===== config.mk =====
export PLATFORM = sky130hd
export DESIGN_NAME = memory_map_address_decoder
export DESIGN_NICKNAME = d
export VERILOG_FILES = /design/src/rtl/mmad_pkg.sv /design/src/rtl/mmad_decode.sv /design/src/rtl/memory_map_address_decoder.sv
export SDC_FILE = /design/constraint.sdc
export NUM_CORES = 1
export LEC_CHECK = 0
export BUFFER_PORTS_ARGS = -buffer_cell sky130_fd_sc_hd__clkbuf_2
export CAP_MARGIN = 20
export CORE_UTILIZATION = 52
export CTS_CLUSTER_DIAMETER = 150
export DETAILED_ROUTE_END_ITERATION = 10
export PLACE_DENSITY = 0.8
export SYNTH_ARGS = -nofsm -noshare
export SYNTH_HDL_FRONTEND = slang
export SYNTH_SLANG_ARGS = --single-unit

===== constraint.sdc =====
create_clock -name clock -period 12.31 [get_ports clock]
set_input_delay 0 -clock clock [delete_from_list [all_inputs] [get_ports clock]]
set_output_delay 0 -clock clock [all_outputs]
set_load 0.02 [all_outputs]

===== src/rtl/mmad_pkg.sv =====
// ----------------------------------------------------------------------------
// mmad_pkg
// Shared types and constants of the memory map address decoder: request and
// response words, configuration image, register indexes and route codes.
// ----------------------------------------------------------------------------
`default_nettype none

package mmad_pkg;

   localparam int unsigned REGIONS    = 4;
   localparam int unsigned HW_REGIONS = 4;

   localparam int unsigned ADDR_WIDTH      = 32;
   localparam int unsigned BYTE_WIDTH      = 8;
   localparam int unsigned BITS_WIDTH      = 6;
   localparam int unsigned BOUNDS_WIDTH    = 64;
   localparam int unsigned KIND_WIDTH      = 2;
   localparam int unsigned KINDS_WIDTH     = KIND_WIDTH * HW_REGIONS;
   localparam int unsigned REGION_WIDTH    = 2;
   localparam int unsigned CSR_INDEX_WIDTH = 3;
   localparam int unsigned CSR_DATA_WIDTH  = BOUNDS_WIDTH;

   localparam logic [ADDR_WIDTH-1:0] FULL_MASK  = 32'hFFFF_FFFF;
   localparam logic [BYTE_WIDTH-1:0] OPEN_BUS   = 8'hFF;
   localparam logic [BITS_WIDTH-1:0] WIDTH_FULL = 6'd32;

   localparam logic [CSR_INDEX_WIDTH-1:0] CSR_ADDRESS_BITS   = 3'd0;
   localparam logic [CSR_INDEX_WIDTH-1:0] CSR_REGION0_BOUNDS = 3'd1;
   localparam logic [CSR_INDEX_WIDTH-1:0] CSR_REGION1_BOUNDS = 3'd2;
   localparam logic [CSR_INDEX_WIDTH-1:0] CSR_REGION2_BOUNDS = 3'd3;
   localparam logic [CSR_INDEX_WIDTH-1:0] CSR_REGION3_BOUNDS = 3'd4;
   localparam logic [CSR_INDEX_WIDTH-1:0] CSR_REGION_KINDS   = 3'd5;

   localparam logic [KIND_WIDTH-1:0] ROUTE_UNMAPPED = 2'd0;
   localparam logic [KIND_WIDTH-1:0] ROUTE_RAM      = 2'd1;
   localparam logic [KIND_WIDTH-1:0] ROUTE_ROM      = 2'd2;
   localparam logic [KIND_WIDTH-1:0] ROUTE_MMIO     = 2'd3;

   localparam logic CMD_READ  = 1'b0;
   localparam logic CMD_WRITE = 1'b1;

   typedef struct packed {
      logic                  command;
      logic [ADDR_WIDTH-1:0] address;
      logic [BYTE_WIDTH-1:0] value;
   } req_word_type;

   typedef struct packed {
      logic [KIND_WIDTH-1:0]   route;
      logic [REGION_WIDTH-1:0] region;
      logic [ADDR_WIDTH-1:0]   offset;
      logic [ADDR_WIDTH-1:0]   masked_address;
      logic                    do_write;
      logic                    dropped;
      logic [BYTE_WIDTH-1:0]   data;
   } rsp_word_type;

   typedef struct packed {
      logic [BITS_WIDTH-1:0]                     bus_bits;
      logic [HW_REGIONS-1:0][BOUNDS_WIDTH-1:0]   bounds;
      logic [KINDS_WIDTH-1:0]                    kinds;
   } cfg_type;

endpackage

`default_nettype wire


===== src/rtl/mmad_decode.sv =====
// ----------------------------------------------------------------------------
// mmad_decode
// Combinational decode of one bus word: address mask, region pick by greatest
// start, bounds check, offset and write/drop flags.
// ----------------------------------------------------------------------------
`default_nettype none

module mmad_decode (
   input  var mmad_pkg::cfg_type      cfg,
   input  var mmad_pkg::req_word_type word,
   output mmad_pkg::rsp_word_type     rsp
);

   logic [mmad_pkg::ADDR_WIDTH-1:0] mask;
   logic [mmad_pkg::ADDR_WIDTH-1:0] addr;

   always_comb begin
      if (cfg.bus_bits == '0 || cfg.bus_bits >= mmad_pkg::WIDTH_FULL) begin
         mask = mmad_pkg::FULL_MASK;
      end else begin
         mask = ~(mmad_pkg::FULL_MASK << cfg.bus_bits[4:0]);
      end
   end

   assign addr = word.address & mask;

   always_comb begin
      logic                              found;
      logic [mmad_pkg::REGION_WIDTH-1:0] best;
      logic [mmad_pkg::ADDR_WIDTH-1:0]   best_start;
      logic [mmad_pkg::ADDR_WIDTH-1:0]   start;
      logic [mmad_pkg::ADDR_WIDTH-1:0]   stop;
      logic [mmad_pkg::KIND_WIDTH-1:0]   kind;
      logic [mmad_pkg::KIND_WIDTH-1:0]   route;
      logic                              is_write;

      found      = 1'b0;
      best       = '0;
      best_start = '0;
      for (int i = 0; i < int'(mmad_pkg::REGIONS); i++) begin
         kind  = cfg.kinds[i*mmad_pkg::KIND_WIDTH +: mmad_pkg::KIND_WIDTH];
         start = cfg.bounds[i][mmad_pkg::BOUNDS_WIDTH-1:mmad_pkg::ADDR_WIDTH];
         if (kind != mmad_pkg::ROUTE_UNMAPPED && start <= addr
               && (!found || start >= best_start)) begin
            found      = 1'b1;
            best       = mmad_pkg::REGION_WIDTH'(i);
            best_start = start;
         end
      end

      stop     = cfg.bounds[best][mmad_pkg::ADDR_WIDTH-1:0];
      is_write = (word.command == mmad_pkg::CMD_WRITE);

      rsp = '0;
      rsp.masked_address = addr;
      if (found && addr <= stop) begin
         route      = cfg.kinds[best*mmad_pkg::KIND_WIDTH +: mmad_pkg::KIND_WIDTH];
         rsp.region = best;
         rsp.offset = addr - best_start;
      end else begin
         route = mmad_pkg::ROUTE_UNMAPPED;
      end
      rsp.route = route;

      if (is_write) begin
         rsp.data = word.value;
      end else if (route == mmad_pkg::ROUTE_UNMAPPED) begin
         rsp.data = mmad_pkg::OPEN_BUS;
      end else begin
         rsp.data = '0;
      end

      rsp.do_write = is_write
         && (route == mmad_pkg::ROUTE_RAM || route == mmad_pkg::ROUTE_MMIO);
      rsp.dropped  = is_write
         && (route == mmad_pkg::ROUTE_UNMAPPED || route == mmad_pkg::ROUTE_ROM);
   end

endmodule

`default_nettype wire


===== src/rtl/memory_map_address_decoder.sv =====
// ----------------------------------------------------------------------------
// memory_map_address_decoder
// Routes single-byte bus accesses to RAM, ROM or MMIO regions.
//
// Request words (command, address, value) enter on req_valid/req_stall; one
// response word (route, region, offset, masked address, write/drop flags,
// data) leaves on rsp_valid/rsp_stall for every request, in order.
// A word moves when valid is high and stall is low at a rising clock edge.
// A request is held in the input register, decoded combinationally and
// stored in the response register. Throughput: one word per cycle when
// not stalled; the region compare is fully parallel over the four windows.
// When rsp_stall is high the response holds; the input register keeps
// taking words until it is full, and req_stall stays high while it is full.
// Reset (synchronous, active high) empties both registers and clears all
// CSRs: address width 0 (full 32-bit mask) and every region disabled.
// The user must write CSRs through csr_wr_en/csr_index/csr_wdata only while
// the block is idle (not enforced); indexes above region kinds are ignored.
// ----------------------------------------------------------------------------
`default_nettype none

module memory_map_address_decoder (
   input  var logic                                   clock,
   input  var logic                                   reset,
   input  var logic                                   req_valid,
   output logic                                       req_stall,
   input  var mmad_pkg::req_word_type                 req_word,
   output logic                                       rsp_valid,
   input  var logic                                   rsp_stall,
   output mmad_pkg::rsp_word_type                     rsp_word,
   input  var logic                                   csr_wr_en,
   input  var logic [mmad_pkg::CSR_INDEX_WIDTH-1:0]   csr_index,
   input  var logic [mmad_pkg::CSR_DATA_WIDTH-1:0]    csr_wdata
);

   mmad_pkg::cfg_type      cfg_ff;
   mmad_pkg::cfg_type      cfg_in;
   logic                   in_valid_ff;
   logic                   in_valid_in;
   mmad_pkg::req_word_type in_word_ff;
   logic                   out_valid_ff;
   logic                   out_valid_in;
   mmad_pkg::rsp_word_type out_word_ff;
   mmad_pkg::rsp_word_type decoded;
   logic                   out_load;
   logic                   in_load;

   always_comb begin
      cfg_in = cfg_ff;
      if (csr_wr_en) begin
         unique case (csr_index)
            mmad_pkg::CSR_ADDRESS_BITS:
               cfg_in.bus_bits = csr_wdata[mmad_pkg::BITS_WIDTH-1:0];
            mmad_pkg::CSR_REGION0_BOUNDS: cfg_in.bounds[0] = csr_wdata;
            mmad_pkg::CSR_REGION1_BOUNDS: cfg_in.bounds[1] = csr_wdata;
            mmad_pkg::CSR_REGION2_BOUNDS: cfg_in.bounds[2] = csr_wdata;
            mmad_pkg::CSR_REGION3_BOUNDS: cfg_in.bounds[3] = csr_wdata;
            mmad_pkg::CSR_REGION_KINDS:
               cfg_in.kinds = csr_wdata[mmad_pkg::KINDS_WIDTH-1:0];
            default: cfg_in = cfg_ff;
         endcase
      end
   end

   mmad_decode u_decode (
      .cfg  (cfg_ff),
      .word (in_word_ff),
      .rsp  (decoded)
   );

   assign out_load     = !out_valid_ff || !rsp_stall;
   assign in_load      = !in_valid_ff || out_load;
   assign req_stall    = !in_load;
   assign in_valid_in  = in_load ? req_valid : in_valid_ff;
   assign out_valid_in = out_load ? in_valid_ff : out_valid_ff;

   always_ff @(posedge clock) begin
      if (reset) begin
         cfg_ff       <= '0;
         in_valid_ff  <= 1'b0;
         out_valid_ff <= 1'b0;
      end else begin
         cfg_ff       <= cfg_in;
         in_valid_ff  <= in_valid_in;
         out_valid_ff <= out_valid_in;
      end
   end

   always_ff @(posedge clock) begin
      if (in_load && req_valid) begin
         in_word_ff <= req_word;
      end
      if (out_load && in_valid_ff) begin
         out_word_ff <= decoded;
      end
   end

   assign rsp_valid = out_valid_ff;
   assign rsp_word  = out_word_ff;

endmodule

`default_nettype wire


== Word-level counts from Yosys, hierarchy flattened ==
Cells that the tools add are included.

* Output and inout bits: 80
* Bits of input ports: 113
* Register bits after elaboration: 391

* Muxes and demuxes: 17
* $add $sub $neg: 1
* Shifts and indexed selects: 2
* Reduce and logical (&&, ||, !) cells: 40
* Magnitude comparators: 10
* Equal/unequal tests: 8
* Bitwise operators: 2

{| class="wikitable"
|+ Operators by type and width
! operator !! number
|-
| $mux 32 || 6
|-
| $le 32x32->1 || 5
|-
| $bmux 64 s2 || 1
|-
| $ge 32x32->1 || 3
|-
| $and 32x32->32 || 1
|-
| $not 32->32 || 1
|-
| $shl 32x5->32 const A || 1
|-
| $sub 32x32->32 || 1
|-
| $mux 8 || 2
|-
| $logic_and 1x1->1 || 12
|-
| $reduce_and 2->1 || 6
|-
| $logic_or 1x1->1 || 8
|-
| $reduce_bool 2->1 || 4
|-
| $shiftx 8x4->2 || 1
|-
| $logic_not 1->1 || 7
|-
| $eq 3x2->1 const B || 2
|-
| $eq 3x3->1 const B || 2
|-
| $ge 6x6->1 const B || 1
|-
| $logic_not 6->1 || 1
|-
| $mux 2 || 3
|-
| $mux 1 || 5
|-
| $eq 2x2->1 const B || 2
|-
| $eq 3x1->1 const B || 1
|-
| $logic_not 3->1 || 1
|-
| other kinds (3) || 3
|}

== Longest topological paths before layout ==
* Depth in word-level cells: 27
* Depth in mapped cells: 67
* Mapped depth without buffers: 57

== Hierarchy ==
A second synthesis with hierarchy kept.

* Cell total of the unflattened synthesis: 2522
* Area, all modules: 24466.0 um2

{| class="wikitable"
|+ By module, submodules not included
! module !! instances !! cells an instance !! area an instance (um2)
|-
| memory_map_address_decoder || 1 || 1080 || 14308.7
|-
| mmad_decode || 1 || 1442 || 10157.2
|}

== Worst setup path before layout ==
No wires, ideal clock.

* Path type: reg-to-reg
* Start: register cfg_ff[265] in the netlist's numbering
* End: register out_word_ff, in the netlist rsp_word[72], data pin
* Data arrival time: 12.322 ns
* Cell stages (with the launch flop): 63
* Data required time: 12.044 ns
* Slack: -0.278 ns
* Cell sequence: dfxtp_1 -> clkbuf_1 -> or2_2 -> nor4_1 -> or2_2 -> clkbuf_1 -> nor2_1 -> o21ai_0 -> nand2_1 -> ha_1 -> nand4_1 -> nor4_1 -> a21boi_1 -> or4_4 -> a211oi_2 -> buf_4 -> clkbuf_1 -> buf_1 -> [27 not listed] -> o221ai_1 -> o21bai_1 -> o31ai_2 -> buf_2 -> clkbuf_1 -> o21a_1 -> fa_1 -> a21o_1 -> a21o_1 -> a21oi_1 -> nor3_1 -> o311ai_0 -> nand2_1 -> a41oi_1 -> a31oi_1 -> a31oi_1 -> xor2_1 -> nor2_1

* Word-level cells in the longest chain between the ends: 23
* Elaborated cells between the ends (all ways): 43
* Those cells by class: add/sub (1); order compare (9); shift (1); mux (14); bitwise (2); reduce/logical (16)

{| class="wikitable"
|+ Ends and longest elaborated chain
! item !! line !! RTL
|-
| from (decl) || memory_map_address_decoder.sv:35 || <nowiki>mmad_pkg::cfg_type cfg_ff;</nowiki>
|-
| from (signal assigned) || memory_map_address_decoder.sv:82 || <nowiki>cfg_ff <= cfg_in;</nowiki>
|-
| $ge 6x6->1 (tied with other cells) || mmad_decode.sv:18 || <nowiki>if (cfg.bus_bits == '0 || cfg.bus_bits >= mmad_pkg::WIDTH_FULL) begin</nowiki>
|-
| $logic_or 1x1->1 or $not 32->32 (tied branches) || mmad_decode.sv:18, mmad_decode.sv:21 ||
|-
| $mux 32 (*) || mmad_decode.sv:18 ||
|-
| $and 32x32->32 (*) || mmad_decode.sv:25 || <nowiki>assign addr = word.address & mask;</nowiki>
|-
| $le 32x32->1 || mmad_decode.sv:43 || <nowiki>if (kind != mmad_pkg::ROUTE_UNMAPPED && start <= addr</nowiki>
|-
| $logic_and 1x1->1 || mmad_decode.sv:43 ||
|-
| $mux 32 or $mux 1 (tied branches) || mmad_decode.sv:43 ||
|-
| $ge 32x32->1 or $logic_not 1->1 (tied branches) || mmad_decode.sv:44 || <nowiki>&& (!found || start >= best_start)) begin</nowiki>
|-
| [7 not listed] || - ||
|-
| $ge 32x32->1 or $logic_not 1->1 (tied branches) || mmad_decode.sv:44 ||
|-
| $logic_or 1x1->1 || mmad_decode.sv:44 ||
|-
| $logic_and 1x1->1 || mmad_decode.sv:44 ||
|-
| $mux 2 || mmad_decode.sv:43 ||
|-
| $bmux 64 s2 || mmad_decode.sv:51 || <nowiki>stop = cfg.bounds[best][mmad_pkg::ADDR_WIDTH-1:0];</nowiki>
|-
| $mux 32 (implied by the code) || mmad_decode.sv:51 ||
|-
| $le 32x32->1 || mmad_decode.sv:56 || <nowiki>if (found && addr <= stop) begin</nowiki>
|-
| $logic_and 1x1->1 || mmad_decode.sv:56 ||
|-
| to (signal assigned) || memory_map_address_decoder.sv:93 || <nowiki>out_word_ff <= decoded;</nowiki>
|-
| to (decl) || memory_map_address_decoder.sv:42 || <nowiki>mmad_pkg::rsp_word_type out_word_ff;</nowiki>
|}

Every way passes the cells marked *; elsewhere a longest branch is shown, timed or not. The select of a mux whose other input is x is not followed.
A chain may end at the register's enable or synchronous reset.

==> results.py <==
metrics = {
    "route": {
        "route.vias.total": 23900,
        "drt-initial-drc-count": 2573,
        "dr.pass1.iters": 7,
        "wire_per_inst_um": 23.3,
        "drt-total-wl_mm": 91.0,
        "ant_nets": 0,
        "avgViaCountPerCell": 6.12,
        "drc": 0,
        "met3_length_mm": 8.08,
        "m1WireLength_mm": 34.0,
        "wl_met2_mm": 42.2,
        "highest_layer": "met5",
    },
    "worst_setup_path": {
        "crit_path_frequent_cell": "buf_6",
        "cp.depth": 64,
        "r2r_start": "cfg_ff[265]$_SDFFE_PP0P_",
        "worstPathRequired_ns": 12.66,
        "cp_top_family": "compound AO/OA/AOI/OAI gates",
        "cp.arrival_ns": 12.82,
        "startpoint": "cfg_ff[265]$_SDFFE_PP0P_",
        "crit_path_end_kind": "register",
        "reg2reg_to": "rsp_word[8]$_DFFE_PP_",
        "ff2ff_path_depth": 64,
        "path_buf_inv": 11,
        "cp_max_fo": 7,
        "start_kind": "register",
        "crit_type": "reg2reg",
        "slowest_stage": "or4_4",
        "reg2reg_slack_ns": -0.16,
        "crit_end": "rsp_word[8]$_DFFE_PP_",
        "cpPeakStageDelay_ns": 0.57,
    },
    "place": {
        "dp_hpwl_mm": 63.8,
        "dp.cells": 3645,
        "io_buffer_count": 192,
        "gp_congestion": 1.07,
    },
    "sta": {
        "tns_ns": -1.86,
        "skew_ns": 0.0254,
        "grt_setup_unrepaired": "true",
        "setup_viol": 18,
        "worstMarginPinSlew_ns": 1.16,
        "layout_min_cycle_time_ns": 12.47,
        "hold_viol": 1,
        "maxSlewHeadroom_pct": 22.4,
        "timing.fmax_mhz": 80.2,
        "min_period_over_period_pct": 101,
        "whs_ns": -0.00195,
        "slew_viol_final": 0,
        "finalWorstSetupSlack_ns": -0.160,
    },
    "layout": {
        "final_cells": 3910,
        "syn_to_final_growth_pct": 32.8,
        "num_antenna_cells": 0,
        "final_util_pct": 70.5,
        "drive_gt1_share_pct": 23.3,
        "finalNetCount": 3694,
    },
    "floorplan": {
        "rows": 76,
        "die_area_um2": 45100,
        "die_y_um": 212,
        "start_util_pct": 53.1,
        "chipWidth_um": 212,
        "io_pins": 193,
        "core-area_um2": 43400,
    },
    "logic_synthesis": {
        "synth_adder_area_share_pct": 15.7,
        "synth-seq-area-share_pct": 39.2,
        "synth_top_family_by_area": "compound AO/OA/AOI/OAI gates",
        "yosysTopAreaCell": "dfxtp_1",
        "yosysUniqueCellTypes": 75,
        "synth_area_um2": 23000,
        "synth_seq_cells": 391,
        "synth-main-ff-cell": "dfxtp_1",
        "synth-async-reset-ratio_pct": 0,
        "synthSimpleGateAreaFrac_pct": 19.1,
        "synth_top_area_share_pct": 23.6,
        "synth.avg_cell_area_um2": 8.34,
        "synthMuxAreaShare_pct": 0.359,
        "syn-instance-count": 2761,
        "synth_compound_area_share_pct": 21.1,
        "synth_fp_nets": 3162,
        "synth_edf_count": 119,
        "synth_area_leaders": "dfxtp_1 (24%), ha_1 (16%), edfxtp_1 (16%), nand2_1 (11%), a21oi_1 (9.0%)",
        "synth_xor_area_share_pct": 0.913,
        "synth_warnings": 0,
    },
    "outcome": {
        "violations": "hold timing, setup timing",
        "outcome": "finished, violations left",
    },
    "grt": {
        "grt_max_degree": 169,
        "globalRouteOverflowTotal": 0,
        "antenna_found_initial": 1,
        "grt_usage_pct": 38.6,
        "grt_pass1_vias": 22700,
        "grt_pass1_wl_mm": 131,
    },
    "clocking": {
        "cts.htree.levels": 2,
        "numCtsBuffers": 42,
        "cts_tree": "yes",
        "clk_transition_reported_paths_ns": 0.07,
        "clk_latency_ns": 0.60,
        "clock-sinks": 391,
        "cts_root_buf": "clkbuf_16",
        "clock_path_buffers": 3,
    },
    "power": {
        "vdd_drop_max_v": 0.000114,
        "power.density_nw_per_um2": 118,
        "leakagePower_uw": 0.0126,
    },
    "flow_run": {
        "drv_cap": 0,
    },
    "worst_hold_path": {
        "min_path_type": "in2reg",
    },
}
==> synth_stat cells (6+ instances only) <==
cell type	instances
a211oi_1	20
a21o_1	68
a21oi_1	415
a22oi_1	18
a31oi_1	39
and2_1	6
and3_1	43
buf_1	10
buf_2	14
clkbuf_1	118
dfxtp_1	272
edfxtp_1	119
ha_1	287
inv_1	67
mux2i_1	6
nand2_1	697
nand2b_1	15
nand3_1	29
nand4_1	43
nor2_1	117
nor2b_1	21
nor3_1	22
nor4_1	7
o211ai_1	11
o21a_1	65
o21ai_0	72
o221ai_1	21
o22ai_1	17
o31a_1	6
or3_1	9
xnor2_1	14
xor2_1	10
==> worst min-delay path: stages <==
cell,delay [ns]
clkbuf_2,0.21
nor3_1,0.13
mux2i_1,0.12
nor2_1,0.08
==> cell usage in the layout, fill, tap and decap left out, types with 15 or more instances in the layout <==
master	synthesis	routed
nand2_1	697	681
edfxtp_1	119	119
a21oi_2	0	25
buf_4	5	298
buf_6	1	17
a22oi_1	18	15
nor2b_1	21	17
nand4_1	43	43
nand2b_1	15	15
o21a_1	65	65
clkbuf_2	0	191
o22ai_1	17	16
o21ai_1	0	15
inv_1	67	65
nand3_1	29	27
dfxtp_1	272	270
o21ai_0	72	57
a21oi_1	415	389
ha_1	287	260
a21o_1	68	67
nor2_1	117	103
ha_4	0	24
o221ai_1	21	20
clkbuf_16	0	45
and3_1	43	36
dlygate4sd3_1	0	111
a31oi_1	39	25
==> metrics by stage <==
stage | area [um^2] | total power [uW] | setup slack (ns) | hold slack, ns
floorplan | 23000 | 1820 | 0.0185 | 0.0989
global placement | 26200 | 2110 | -0.439 | 0.178
detailed placement | 26200 | 2130 | -0.811 | 0.179
CTS | 29100 | 3490 | 0.00971 | 0.0122
global route | 30600 | 3720 | -0.575 | 0.0182
finish | 30600 | 3600 | -0.160 | -0.00195
==> cell families (layout without fill, tap and decap cells) <==
family,count (synthesis),count (layout)
buf+inv,216,779
xor+xnor,24,24
compound gates,803,804
fa+ha+maj,288,288
simple gates,1031,1031
flops,391,391
mux,8,8
==> report_power, final <==
part / leakage (uW) / internal [uW] / switching [uW]
combinational: 0.00861 / 373 / 488
sequential: 0.00333 / 1380 / 34.4
clock: 0.000703 / 757 / 576
==> flip-flops by register name, summed over array words and instances, names as in the netlist <==
register and cells:
in_word_ff 41, rsp_word 78, rsp_valid 1, cfg_ff 270, in_valid_ff 1
==> per-layer routing <==
metal,vias up,global-route usage [%]
met5,-,0
met4,2,26.4
met2,1438,63.6
met1,11200,46.1
met3,388,6.34
li1,10900,-
==> cell type report <==
| cell class | instances | area [um^2] |
|---|---|---|
| clock inverters | 21 | 282 |
| multi-input cells | 2155 | 14300 |
| clock buffers | 55 | 1150 |
| fillers | 3321 | 12800 |
| repair buffers | 635 | 4820 |
| inverters | 68 | 255 |
| flip-flops and latches | 391 | 9020 |
| well taps | 585 | 732 |
==> how the worst min path moves through the flow <==
stage | from | endpoint | cells past startpoint
6_report | csr_index[1] | cfg_ff[269]$_SDFFE_PP0P_ | 4
5_1_grt | csr_index[1] | cfg_ff[269]$_SDFFE_PP0P_ | 4
4_1_cts | csr_index[0] | cfg_ff[121]$_SDFFE_PP0P_ | 4
3_5_place_dp | req_word[26] | in_word_ff[26]$_DFFE_PP_ | 1
3_3_place_gp | req_word[27] | in_word_ff[27]$_DFFE_PP_ | 1
2_1_floorplan | req_word[0] | in_word_ff[0]$_DFFE_PP_ | 0
==> repair_timing <==
item / 4_1_cts / 5_1_grt
gates resized for setup: 36 / 203
endpoints found under the hold margin: 313 / 0
hold buffers: 111 / 0
pin swaps: 15 / 105
endpoints found under the setup margin: 46 / 46
buffers inserted: 21 / 53
gates cloned: 1 / 5
Power figures use the tool's default switching activity.
